<file path="config.mk">
export PLATFORM = sky130hd
export DESIGN_NAME = utf8_to_koi8r_decoder_unit
export DESIGN_NICKNAME = d
export VERILOG_FILES = /design/src/rtl/core/u2k_pkg.sv /design/src/rtl/core/u2k_front.sv /design/src/rtl/core/u2k_queue.sv /design/src/rtl/core/u2k_back.sv /design/src/rtl/core/utf8_to_koi8r_decoder_unit.sv
export SDC_FILE = /design/constraint.sdc
export NUM_CORES = 1
export LEC_CHECK = 0
export ABC_AREA = 1
export BUFFER_PORTS_ARGS = -buffer_cell sky130_fd_sc_hd__clkbuf_2
export CORE_UTILIZATION = 55
export DETAILED_ROUTE_END_ITERATION = 10
export GPL_ROUTABILITY_DRIVEN = 0
export PLACE_DENSITY = 0.73
export RECOVER_POWER = 25
export SYNTH_ARGS = -nofsm -noshare
export SYNTH_HDL_FRONTEND = slang
export SYNTH_SLANG_ARGS = --single-unit
</file>
<file path="constraint.sdc">
create_clock -name clk -period 8.2 [get_ports clk]
set_clock_uncertainty 0.2 [all_clocks]
set_input_delay 0.82 -clock clk [delete_from_list [all_inputs] [get_ports clk]]
set_output_delay 0.82 -clock clk [all_outputs]
set_load 0.1 [all_outputs]
</file>
<file path="src/rtl/core/u2k_pkg.sv">
`timescale 1ns / 1ps
`default_nettype none

package u2k_pkg;

	localparam int QUEUE_DEPTH = 2;
	localparam int QUEUE_PTR_W = (QUEUE_DEPTH > 1) ? $clog2(QUEUE_DEPTH) : 1;
	localparam int QUEUE_CNT_W = $clog2(QUEUE_DEPTH + 1);

	localparam int CP_W = 21;

	localparam logic [7:0] QMARK = 8'h3F;
	localparam logic [7:0] LEAD_TWO_LIMIT = 8'hE0;
	localparam logic [7:0] LEAD_THREE_LIMIT = 8'hF0;
	localparam logic [7:0] ASCII_LIMIT = 8'h80;
	localparam logic [CP_W-1:0] CP_CURRENCY = CP_W'(24'h0000A4);
	localparam logic [7:0] KOI8_CURRENCY = 8'h24;

	typedef struct packed {
		logic [7:0] text_byte;
		logic       end_of_text;
	} byte_item_t;

	typedef struct packed {
		logic [7:0] koi8_code;
		logic       unmapped;
		logic       truncated;
		logic       text_failed;
		logic       last_of_text;
	} char_item_t;

	typedef struct packed {
		logic [CP_W-1:0] code_point;
		logic            truncated;
		logic            last_of_text;
	} cp_item_t;

	typedef struct packed {
		logic     push;
		cp_item_t item;
	} queue_wr_t;

	typedef struct packed {
		logic     not_empty;
		cp_item_t item;
	} queue_rd_t;

	localparam logic [15:0] KOI8_HIGH [128] = '{
		16'h2500, 16'h2502, 16'h250C, 16'h2510, 16'h2514, 16'h2518, 16'h251C, 16'h2524,
		16'h252C, 16'h2534, 16'h253C, 16'h2580, 16'h2584, 16'h2588, 16'h258C, 16'h2590,
		16'h2591, 16'h2592, 16'h2593, 16'h2320, 16'h25A0, 16'h2219, 16'h221A, 16'h2248,
		16'h2264, 16'h2265, 16'h00A0, 16'h2321, 16'h00B0, 16'h00B2, 16'h00B7, 16'h00F7,
		16'h2550, 16'h2551, 16'h2552, 16'h0451, 16'h2553, 16'h2554, 16'h2555, 16'h2556,
		16'h2557, 16'h2558, 16'h2559, 16'h255A, 16'h255B, 16'h255C, 16'h255D, 16'h255E,
		16'h255F, 16'h2560, 16'h2561, 16'h0401, 16'h2562, 16'h2563, 16'h2564, 16'h2565,
		16'h2566, 16'h2567, 16'h2568, 16'h2569, 16'h256A, 16'h256B, 16'h256C, 16'h00A9,
		16'h044E, 16'h0430, 16'h0431, 16'h0446, 16'h0434, 16'h0435, 16'h0444, 16'h0433,
		16'h0445, 16'h0438, 16'h0439, 16'h043A, 16'h043B, 16'h043C, 16'h043D, 16'h043E,
		16'h043F, 16'h044F, 16'h0440, 16'h0441, 16'h0442, 16'h0443, 16'h0436, 16'h0432,
		16'h044C, 16'h044B, 16'h0437, 16'h0448, 16'h044D, 16'h0449, 16'h0447, 16'h044A,
		16'h042E, 16'h0410, 16'h0411, 16'h0426, 16'h0414, 16'h0415, 16'h0424, 16'h0413,
		16'h0425, 16'h0418, 16'h0419, 16'h041A, 16'h041B, 16'h041C, 16'h041D, 16'h041E,
		16'h041F, 16'h042F, 16'h0420, 16'h0421, 16'h0422, 16'h0423, 16'h0416, 16'h0412,
		16'h042C, 16'h042B, 16'h0417, 16'h0428, 16'h042D, 16'h0429, 16'h0427, 16'h042A
	};

endpackage

`default_nettype wire

</file>
<file path="src/rtl/core/u2k_front.sv">
`timescale 1ns / 1ps
`default_nettype none

module u2k_front (
	input  wire logic                clk,
	input  wire logic                arst_n,
	input  wire logic                byte_valid,
	output logic                     byte_stall,
	input  wire u2k_pkg::byte_item_t byte_item,
	input  wire logic                queue_full,
	output u2k_pkg::queue_wr_t       queue_wr
);

	logic [1:0]                  pending_q;
	logic [u2k_pkg::CP_W-1:0]    accum_q;
	logic [1:0]                  pending_next;
	logic [u2k_pkg::CP_W-1:0]    accum_next;
	logic                        accept;
	logic                        emit;
	logic [7:0]                  b;

	assign b = byte_item.text_byte;
	assign byte_stall = queue_full;
	assign accept = byte_valid && !queue_full;

	always_comb begin
		if (pending_q == 2'd0) begin
			priority if (b < u2k_pkg::ASCII_LIMIT) begin
				accum_next = u2k_pkg::CP_W'(b);
				pending_next = 2'd0;
			end else if (b < u2k_pkg::LEAD_TWO_LIMIT) begin
				accum_next = u2k_pkg::CP_W'(b[4:0]);
				pending_next = 2'd1;
			end else if (b < u2k_pkg::LEAD_THREE_LIMIT) begin
				accum_next = u2k_pkg::CP_W'(b[3:0]);
				pending_next = 2'd2;
			end else begin
				accum_next = u2k_pkg::CP_W'(b[2:0]);
				pending_next = 2'd3;
			end
		end else begin
			accum_next = {accum_q[u2k_pkg::CP_W-7:0], b[5:0]};
			pending_next = pending_q - 2'd1;
		end
	end

	assign emit = (pending_next == 2'd0) || byte_item.end_of_text;

	always_comb begin
		queue_wr.push = accept && emit;
		queue_wr.item.code_point = accum_next;
		queue_wr.item.truncated = (pending_next != 2'd0);
		queue_wr.item.last_of_text = byte_item.end_of_text;
	end

	always_ff @(posedge clk or negedge arst_n) begin
		if (!arst_n) begin
			pending_q <= 2'd0;
			accum_q <= '0;
		end else if (accept) begin
			if (byte_item.end_of_text) begin
				pending_q <= 2'd0;
				accum_q <= '0;
			end else begin
				pending_q <= pending_next;
				accum_q <= accum_next;
			end
		end
	end

endmodule

`default_nettype wire

</file>
<file path="src/rtl/core/u2k_queue.sv">
`timescale 1ns / 1ps
`default_nettype none

module u2k_queue (
	input  wire logic               clk,
	input  wire logic               arst_n,
	input  wire u2k_pkg::queue_wr_t queue_wr,
	output logic                    queue_full,
	input  wire logic               pop,
	output u2k_pkg::queue_rd_t      queue_rd
);

	u2k_pkg::cp_item_t                  entries_q [u2k_pkg::QUEUE_DEPTH];
	logic [u2k_pkg::QUEUE_PTR_W-1:0]    wr_ptr_q;
	logic [u2k_pkg::QUEUE_PTR_W-1:0]    rd_ptr_q;
	logic [u2k_pkg::QUEUE_CNT_W-1:0]    count_q;
	logic                               do_push;
	logic                               do_pop;

	assign queue_full = (count_q == u2k_pkg::QUEUE_CNT_W'(u2k_pkg::QUEUE_DEPTH));
	assign queue_rd.not_empty = (count_q != '0);
	assign queue_rd.item = entries_q[rd_ptr_q];
	assign do_push = queue_wr.push && !queue_full;
	assign do_pop = pop && queue_rd.not_empty;

	always_ff @(posedge clk) begin
		if (do_push) begin
			entries_q[wr_ptr_q] <= queue_wr.item;
		end
	end

	always_ff @(posedge clk or negedge arst_n) begin
		if (!arst_n) begin
			wr_ptr_q <= '0;
			rd_ptr_q <= '0;
			count_q <= '0;
		end else begin
			if (do_push) begin
				wr_ptr_q <= (wr_ptr_q == u2k_pkg::QUEUE_PTR_W'(u2k_pkg::QUEUE_DEPTH - 1)) ?
					'0 : wr_ptr_q + u2k_pkg::QUEUE_PTR_W'(1);
			end
			if (do_pop) begin
				rd_ptr_q <= (rd_ptr_q == u2k_pkg::QUEUE_PTR_W'(u2k_pkg::QUEUE_DEPTH - 1)) ?
					'0 : rd_ptr_q + u2k_pkg::QUEUE_PTR_W'(1);
			end
			if (do_push && !do_pop) begin
				count_q <= count_q + u2k_pkg::QUEUE_CNT_W'(1);
			end else if (do_pop && !do_push) begin
				count_q <= count_q - u2k_pkg::QUEUE_CNT_W'(1);
			end
		end
	end

endmodule

`default_nettype wire

</file>
<file path="src/rtl/core/u2k_back.sv">
`timescale 1ns / 1ps
`default_nettype none

module u2k_back (
	input  wire logic               clk,
	input  wire logic               arst_n,
	input  wire u2k_pkg::queue_rd_t queue_rd,
	output logic                    pop,
	output logic                    char_valid,
	input  wire logic               char_stall,
	output u2k_pkg::char_item_t     char_item
);

	logic                    out_valid_q;
	u2k_pkg::char_item_t     out_q;
	logic                    error_q;
	logic [6:0]              hit_index;
	logic                    hit_any;
	logic [7:0]              code;
	logic                    unm;
	logic                    failed;
	u2k_pkg::cp_item_t       cur;

	assign cur = queue_rd.item;
	assign pop = queue_rd.not_empty && (!out_valid_q || !char_stall);
	assign char_valid = out_valid_q;
	assign char_item = out_q;

	// Table entries are distinct, so the matching indexes can be ORed together.
	always_comb begin
		hit_index = '0;
		hit_any = 1'b0;
		for (int k = 0; k < 128; k++) begin
			if (cur.code_point == u2k_pkg::CP_W'(u2k_pkg::KOI8_HIGH[k])) begin
				hit_index = hit_index | 7'(k);
				hit_any = 1'b1;
			end
		end
	end

	always_comb begin
		unm = 1'b0;
		priority if (cur.truncated) begin
			code = u2k_pkg::QMARK;
		end else if (cur.code_point < u2k_pkg::CP_W'(u2k_pkg::ASCII_LIMIT)) begin
			code = cur.code_point[7:0];
		end else if (cur.code_point == u2k_pkg::CP_CURRENCY) begin
			code = u2k_pkg::KOI8_CURRENCY;
		end else if (hit_any) begin
			code = {1'b1, hit_index};
		end else begin
			code = u2k_pkg::QMARK;
			unm = 1'b1;
		end
		failed = error_q || unm || cur.truncated;
	end

	always_ff @(posedge clk) begin
		if (pop) begin
			out_q.koi8_code <= code;
			out_q.unmapped <= unm;
			out_q.truncated <= cur.truncated;
			out_q.text_failed <= failed;
			out_q.last_of_text <= cur.last_of_text;
		end
	end

	always_ff @(posedge clk or negedge arst_n) begin
		if (!arst_n) begin
			out_valid_q <= 1'b0;
			error_q <= 1'b0;
		end else begin
			if (pop) begin
				out_valid_q <= 1'b1;
				error_q <= cur.last_of_text ? 1'b0 : failed;
			end else if (!char_stall) begin
				out_valid_q <= 1'b0;
			end
		end
	end

endmodule

`default_nettype wire

</file>
<file path="src/rtl/core/utf8_to_koi8r_decoder_unit.sv">
// Path: a byte that completes a character, or ends a text, is stored in the queue, then registered at the output.
// Throughput: one byte per cycle while byte_stall is low; the front decoder and the table lookup are separate stages.
// A two-entry queue between them lets each side stall on its own.
// Reset: arst_n clears the sequence state, the sticky text error, the queue and the output valid.
`timescale 1ns / 1ps
`default_nettype none

module utf8_to_koi8r_decoder_unit (
	input  wire logic                clk,
	input  wire logic                arst_n,
	input  wire logic                byte_valid,
	output logic                     byte_stall,
	input  wire u2k_pkg::byte_item_t byte_item,
	output logic                     char_valid,
	input  wire logic                char_stall,
	output u2k_pkg::char_item_t      char_item
);

	u2k_pkg::queue_wr_t queue_wr;
	u2k_pkg::queue_rd_t queue_rd;
	logic               queue_full;
	logic               pop;

	u2k_front u_front (
		.clk        (clk),
		.arst_n     (arst_n),
		.byte_valid (byte_valid),
		.byte_stall (byte_stall),
		.byte_item  (byte_item),
		.queue_full (queue_full),
		.queue_wr   (queue_wr)
	);

	u2k_queue u_queue (
		.clk        (clk),
		.arst_n     (arst_n),
		.queue_wr   (queue_wr),
		.queue_full (queue_full),
		.pop        (pop),
		.queue_rd   (queue_rd)
	);

	u2k_back u_back (
		.clk        (clk),
		.arst_n     (arst_n),
		.queue_rd   (queue_rd),
		.pop        (pop),
		.char_valid (char_valid),
		.char_stall (char_stall),
		.char_item  (char_item)
	);

endmodule

`default_nettype wire

</file>
==> results of run 1 <==
cells by family (layout without fill, tap and decap cells):
kind of cell               after synthesis  in the layout  synth area share
AOI/OAI and AO/OA                       68             68            0.0718
and+or+nand+nor                        528            528             0.408
xor gates and xnor gates                 3              3           0.00482
DFF                                     81             81             0.425
adders and majority gates                1              1           0.00229
buffers and inverters                  117            145            0.0883
cells in the mapped netlist, types with 2 or more instances:
cell,instances
a21oi_1,12
buf_2,4
buf_4,4
buf_6,3
clkbuf_1,4
dfrtp_1,23
edfxtp_1,58
inv_1,87
inv_2,14
nand2_1,261
nand2_2,11
nand3_1,62
nand3_2,4
nand4_1,10
nor2_1,151
nor2_2,15
nor2_4,3
nor3_1,6
o211ai_1,2
o21ai_0,31
o21ai_1,8
o22ai_1,2
o32ai_1,9
xor2_1,2
critical path, delay by kind of cell, from the launching register on:
kind / cells / cell delay [ns]
and+or+nand+nor: 13 / 2.08
buffers and inverters: 4 / 0.82
DFF: 1 / 0.92
power by group through the flow:
| stage | Combinational, µW | Clock (µW) | Sequential, µW |
|---|---|---|---|
| floorplan | 504 | 0 | 716 |
| global placement | 734 | 0 | 621 |
| detailed placement | 746 | 0 | 626 |
| CTS | 748 | 272 | 616 |
| global route | 835 | 286 | 627 |
| finish | 758 | 268 | 617 |
per-layer routing:
layer	GRT usage	wire (µm)
met3	0.0939	1530
met2	0.491	6660
met5	0	0
met4	0.183	861
met1	0.417	6210
through the flow:
stage	cells	area, µm²	hold WS (ns)	worst slack, ns	power, µW
floorplan	798	5450	0.250	5.02	1220
global placement	939	5660	0.267	4.22	1350
detailed placement	939	5660	0.269	4.07	1370
CTS	955	5840	0.257	4.06	1640
global route	955	5830	0.326	3.42	1750
finish	955	5830	0.293	3.92	1640
final timing paths:
| kind | start | endpoint | slack (ns) | cells after the start |
|---|---|---|---|---|
| min in group asynchronous | arst_n | u_front.accum_q[0] | 0.52 | 1 |
| worst min register to register | u_back.error_q | u_back.error_q | 0.29 | 2 |
| worst max-delay path | u_queue.rd_ptr_q | u_back.char_item[6] | 3.92 | 17 |
| worst min-delay path | u_back.error_q | u_back.error_q | 0.29 | 2 |
| max in group asynchronous | arst_n | u_front.accum_q[3] | 6.51 | 1 |
| worst max register to register | u_queue.rd_ptr_q | u_back.char_item[6] | 3.92 | 17 |
flip-flops by register name, indices dropped and copies added, names as in the netlist:
| name | flops |
|---|---|
| u_back.char_item | 12 |
| u_queue.count_q | 2 |
| u_queue.wr_ptr_q | 1 |
| u_front.accum_q | 15 |
| u_queue.rd_ptr_q | 1 |
| u_back.char_valid | 1 |
| u_back.error_q | 1 |
| u_queue.entries_q | 46 |
| u_front.pending_q | 2 |
placed cells by master (no fill, tap or decap), drive strengths merged, types with 2 or more instances in the layout:
| cell type | count |
|---|---|
| a21oi | 12 |
| clkbuf | 37 |
| clkinv | 2 |
| clkinvlp | 3 |
| dfrtp | 23 |
| edfxtp | 58 |
| inv | 103 |
| nand2 | 273 |
| nand3 | 66 |
| nand4 | 10 |
| nor2 | 169 |
| nor3 | 6 |
| o211ai | 2 |
| o21ai | 39 |
| o22ai | 2 |
| o32ai | 9 |
| xor2 | 2 |
layout make-up:
cell class                      instances  area, µm²  share of cell area
Clock inverter                          6       51.3             0.00880
Inverter                              102        383              0.0657
Timing Repair Buffer                   27        128              0.0219
Clock buffer                           10        128              0.0219
Tap cell                              129        161              0.0277
Multi-Input combinational cell        600       2660               0.456
Sequential cell                        81       2320               0.398
==> impl_metrics.env, run 1 <==
export IMPL_syn2layout_area_growth_pct=6.86
export IMPL_vias_per_cell=5.78
export IMPL_grt_usage=0.324
export IMPL_cts_resized=0
export IMPL_die_h_um=102
export IMPL_synthCells=798
export IMPL_synth_area_leaders="edfxtp_1, nand2_1, dfrtp_1"
export IMPL_path_cells="inv_2 -> nor2_1 -> nand3_1 -> nand2_1 -> inv_2 -> nor2_1 -> nand3_1 -> nand2_1 -> inv_1 -> nand3_1 -> nor2_1 -> nand2_1 -> nor2_4 -> nand2_4 -> nand3_1 -> nand2_1 -> inv_1"
export IMPL_yosys_warnings=0
export IMPL_syn_nets=812
export IMPL_design_core_area_um2=9420
export IMPL_avgSynthCellArea_um2=6.83
export IMPL_cp_max_fo=30
export IMPL_switching_share=0.496
export IMPL_fillers=876
export IMPL_ys_seq_area_frac=0.425
export IMPL_p_int_uw=828
export IMPL_cts_hold_buf=0
export IMPL_initialDrtViolationCount=489
export IMPL_postCtsSetupBuffers=0
export IMPL_drv_slew=0
export IMPL_start_util=0.579
export IMPL_rsz0062_at_grt="no"
export IMPL_setup_violations=0
export IMPL_switchingPower_uw=815
export IMPL_cts_inserted_buffers=9
export IMPL_cts_tree="yes"
export IMPL_synth_seq_cells=81
export IMPL_layout_drive_gt1_share=0.105
export IMPL_wirelength_um=15300
export IMPL_antenna_found_initial=0
export IMPL_ir_worst_vdd_mv=0.309
export IMPL_synth_cell_area_um2=5450
export IMPL_crit_type="reg -> reg"
export IMPL_tightest_slew_ns=1.29
export IMPL_grt_pass1_wl_um=25100
export IMPL_ctsLongestPathBuffers=2
export IMPL_design_die_area_um2=10300
export IMPL_rows=35
export IMPL_sequentialPowerShare=0.376
export IMPL_p_leak_uw=0.00280
export IMPL_synth_edff_count=58
export IMPL_synthArstFlopShare=0.284
export IMPL_first_pass_iters=5
export IMPL_ys_flop_type="edfxtp_1"
export IMPL_clk_insertion_delay_late_ns=0.35
export IMPL_fin_nets=835
export IMPL_cts_max_level=3
export IMPL_yosysTopAreaCellShare=0.319
export IMPL_period_minus_slack_ns=4.28
export IMPL_vias=5521
export IMPL_crit_slowest_cell="dfrtp_1"
export IMPL_start_kind="flop"
export IMPL_clkSlewWorstSetupHoldPaths_ns=0.09
export IMPL_grt_start_max_net_pins=31
export IMPL_pwr_share_comb=0.461
export IMPL_grt_pass1_vias=5168
export IMPL_clkPwrFrac=0.163
export IMPL_hpwlAfterDp_um=11700
export IMPL_fmax_ghz=0.234
export IMPL_ys_types=36
export IMPL_final_hold_viol_count=0
export IMPL_cts_sinks=81
export IMPL_ant_nets=0
export IMPL_min_path_type="reg -> reg"
export IMPL_wire_per_inst_um=16.0
export IMPL_drc=0
export IMPL_status="finished, final reports clean"
export IMPL_slew_headroom=0.142
export IMPL_cpPeakStageDelay_ns=0.92
export IMPL_finalCritPeriodShare=0.522
export IMPL_maxCapViolations=0
export IMPL_antenna_cells=0
export IMPL_cts_root_buf="clkbuf_8"
export IMPL_fin_setup_tns_ns=0
export IMPL_io_pins=27
export IMPL_endpoint_kind="flop"
export IMPL_numPortBuffers=26
export IMPL_fin_util=0.619
export IMPL_required_ns=8.12
export IMPL_synth_top_area_cell="edfxtp_1"
export IMPL_arrival_ns=4.20
export IMPL_pwr_density_cell_nw_per_um2=282
export IMPL_grt_overflow=0
export IMPL_die_w_um=102
No activity file was read; power rests on OpenSTA's default activity.
==> run 2, diff against run 1 <==
- clock period: 8.2 -> 4 ns (I/O delays scaled with it)
==> run 2 against run 1 <==
Register-to-register slack got worse by 3.3 ns. Final area rose by 1.1%. Count of clock-buffer cells in the layout did not move. Fmax rose by 26%. Power rose by 110%. Final cell count rose by 0.63%. Sequential cell count did not move. Critical path type unchanged. Largest cell class unchanged. Largest power group unchanged.
==> impl_metrics.env, run 2 (synthesized netlist as in run 1, its figures left out) <==
export IMPL_cts_max_level=3
export IMPL_wirelength_um=15600
export IMPL_start_util=0.579
export IMPL_switching_share=0.483
export IMPL_min_from="char_stall"
export IMPL_reg2reg_from="u_queue.rd_ptr_q"
export IMPL_final_common_cell="nand2_1"
export IMPL_postCtsSetupBuffers=0
export IMPL_min_path_type="in -> reg"
export IMPL_grt_pass1_vias=5261
export IMPL_antenna_found_initial=0
export IMPL_fmax_ghz=0.295
export IMPL_status="finished, final reports clean"
export IMPL_cp_max_fo=28
export IMPL_first_pass_iters=8
export IMPL_arrival_ns=3.25
export IMPL_antenna_cells=0
export IMPL_ff_latch_area_um2=2320
export IMPL_place_ws_ns=0.790
export IMPL_ctsLongestPathBuffers=2
export IMPL_finalCritPeriodShare=0.849
export IMPL_p_leak_uw=0.00284
export IMPL_holdWs_ns=0.0746
export IMPL_drv_slew=0
export IMPL_crit_type="reg -> reg"
export IMPL_slew_headroom=0.139
export IMPL_cts_tree="yes"
export IMPL_tightest_slew_ns=1.29
export IMPL_final_hold_viol_count=0
export IMPL_reg2reg_depth=15
export IMPL_vias=5432
export IMPL_cts_resized=0
export IMPL_period_minus_slack_ns=3.39
export IMPL_design_die_area_um2=10300
export IMPL_p_int_uw=1770
export IMPL_grt_usage=0.337
export IMPL_numPortBuffers=26
export IMPL_hpwlAfterDp_um=11700
export IMPL_setup_violations=0
export IMPL_crit_path_start="u_queue.rd_ptr_q"
export IMPL_total_power_uw=3420
export IMPL_cts_root_buf="clkbuf_8"
export IMPL_die_w_um=102
export IMPL_required_ns=3.86
export IMPL_die_h_um=102
export IMPL_endpoint_kind="flop"
export IMPL_fin_setup_tns_ns=0
export IMPL_start_kind="flop"
export IMPL_initialDrtViolationCount=580
export IMPL_rows=35
export IMPL_fin_nets=841
export IMPL_grt_pass1_wl_um=26100
export IMPL_grt_overflow=0
export IMPL_ant_nets=0
export IMPL_clkPwrFrac=0.170
export IMPL_cts_inserted_buffers=9
export IMPL_wire_per_inst_um=16.2
export IMPL_fillers=871
export IMPL_drc=0
export IMPL_maxCapViolations=0
export IMPL_rsz0062_at_grt="no"
export IMPL_grt_start_max_net_pins=30
export IMPL_multi_input_area_um2=2660
export IMPL_pwr_density_cell_nw_per_um2=581
export IMPL_syn2layout_area_growth_pct=8.05
export IMPL_hold_path_cell_count=3
export IMPL_clk_insertion_delay_late_ns=0.34
export IMPL_pwr_share_comb=0.473
export IMPL_layout_drive_gt1_share=0.111
export IMPL_cts_sinks=81
export IMPL_design_core_area_um2=9420
export IMPL_largest_reg_flops=46
export IMPL_final_setup_worst_slack_ns=0.606
export IMPL_fin_util=0.626
export IMPL_io_pins=27
export IMPL_ir_worst_vdd_mv=0.500
export IMPL_top_register="u_queue.entries_q"
export IMPL_layout_common_cells="nand2_1, nor2_1, inv_1"
export IMPL_sequentialPowerShare=0.357
export IMPL_switchingPower_uw=1650
export IMPL_vias_per_cell=5.65
export IMPL_clkSlewWorstSetupHoldPaths_ns=0.08
==> run 2: cell count changes in the layout (fill, tap and decap cells not counted), sizes merged <==
cell         delta
buf             +5
bufinv          +1
clkinv          +3
clkinvlp        -2
dlygate4sd3     +1
inv             -2
==> run 2: layout make-up <==
type,count,area share
well taps,129,0.0274
inverters,102,0.0650
repair buffers,33,0.0297
flip-flops and latches,81,0.393
multi-input cells,600,0.451
clock buffers,10,0.0217
clock inverters,6,0.0117
==> run 2: through the flow <==
stage               cells  instance area, µm²
CTS                   961                5900
detailed placement    944                5700
global route          961                5890
global placement      944                5700
finish                961                5890
floorplan             798                5450
==> run 2: path summary, 6_finish.rpt <==
check	endpoint	slack (ns)
setup / recovery	u_back.char_item[8]	0.61
hold / removal	u_back.char_valid	0.07
setup reg to reg	u_back.char_item[8]	0.61
hold reg to reg	u_back.error_q	0.29
max in group asynchronous	u_front.accum_q[9]	2.18
min in group asynchronous	u_queue.count_q[0]	0.65
==> run 2: critical path, stage by stage (launching register included) <==
cell and delay, ns:
dfrtp_1 0.40, inv_2 0.35, nor2_1 0.08, nand3_1 0.09, nand2_1 0.09, buf_4 0.22
nand3_2 0.15, nand3_1 0.27, o21ai_1 0.21, nand2_1 0.09, nor2_1 0.45, nand3_1 0.13
nor2_1 0.16, nand2_1 0.07, nand2_1 0.06, nand3_1 0.08
==> run 2: per-layer routing <==
layer,part of all wire,GRT usage,wire [µm]
met5,0,0,0
met4,0.063,0.202,982
met3,0.11,0.108,1680
met2,0.43,0.495,6700
met1,0.40,0.435,6210
==> run 2: power by group through the flow <==
| stage | clock network (µW) | registers (µW) | logic [µW] |
|---|---|---|---|
| 2_1_floorplan | 0 | 1470 | 1030 |
| 3_3_place_gp | 0 | 1230 | 1560 |
| 3_5_place_dp | 0 | 1240 | 1590 |
| 4_1_cts | 592 | 1220 | 1600 |
| 5_1_grt | 619 | 1250 | 1770 |
| 6_report | 581 | 1220 | 1620 |
==> run 2: what timing repair did <==
action,4_1_cts,5_1_grt
hold buffers,1,0
hold endpoints to repair,23,0
setup endpoints to repair,0,0
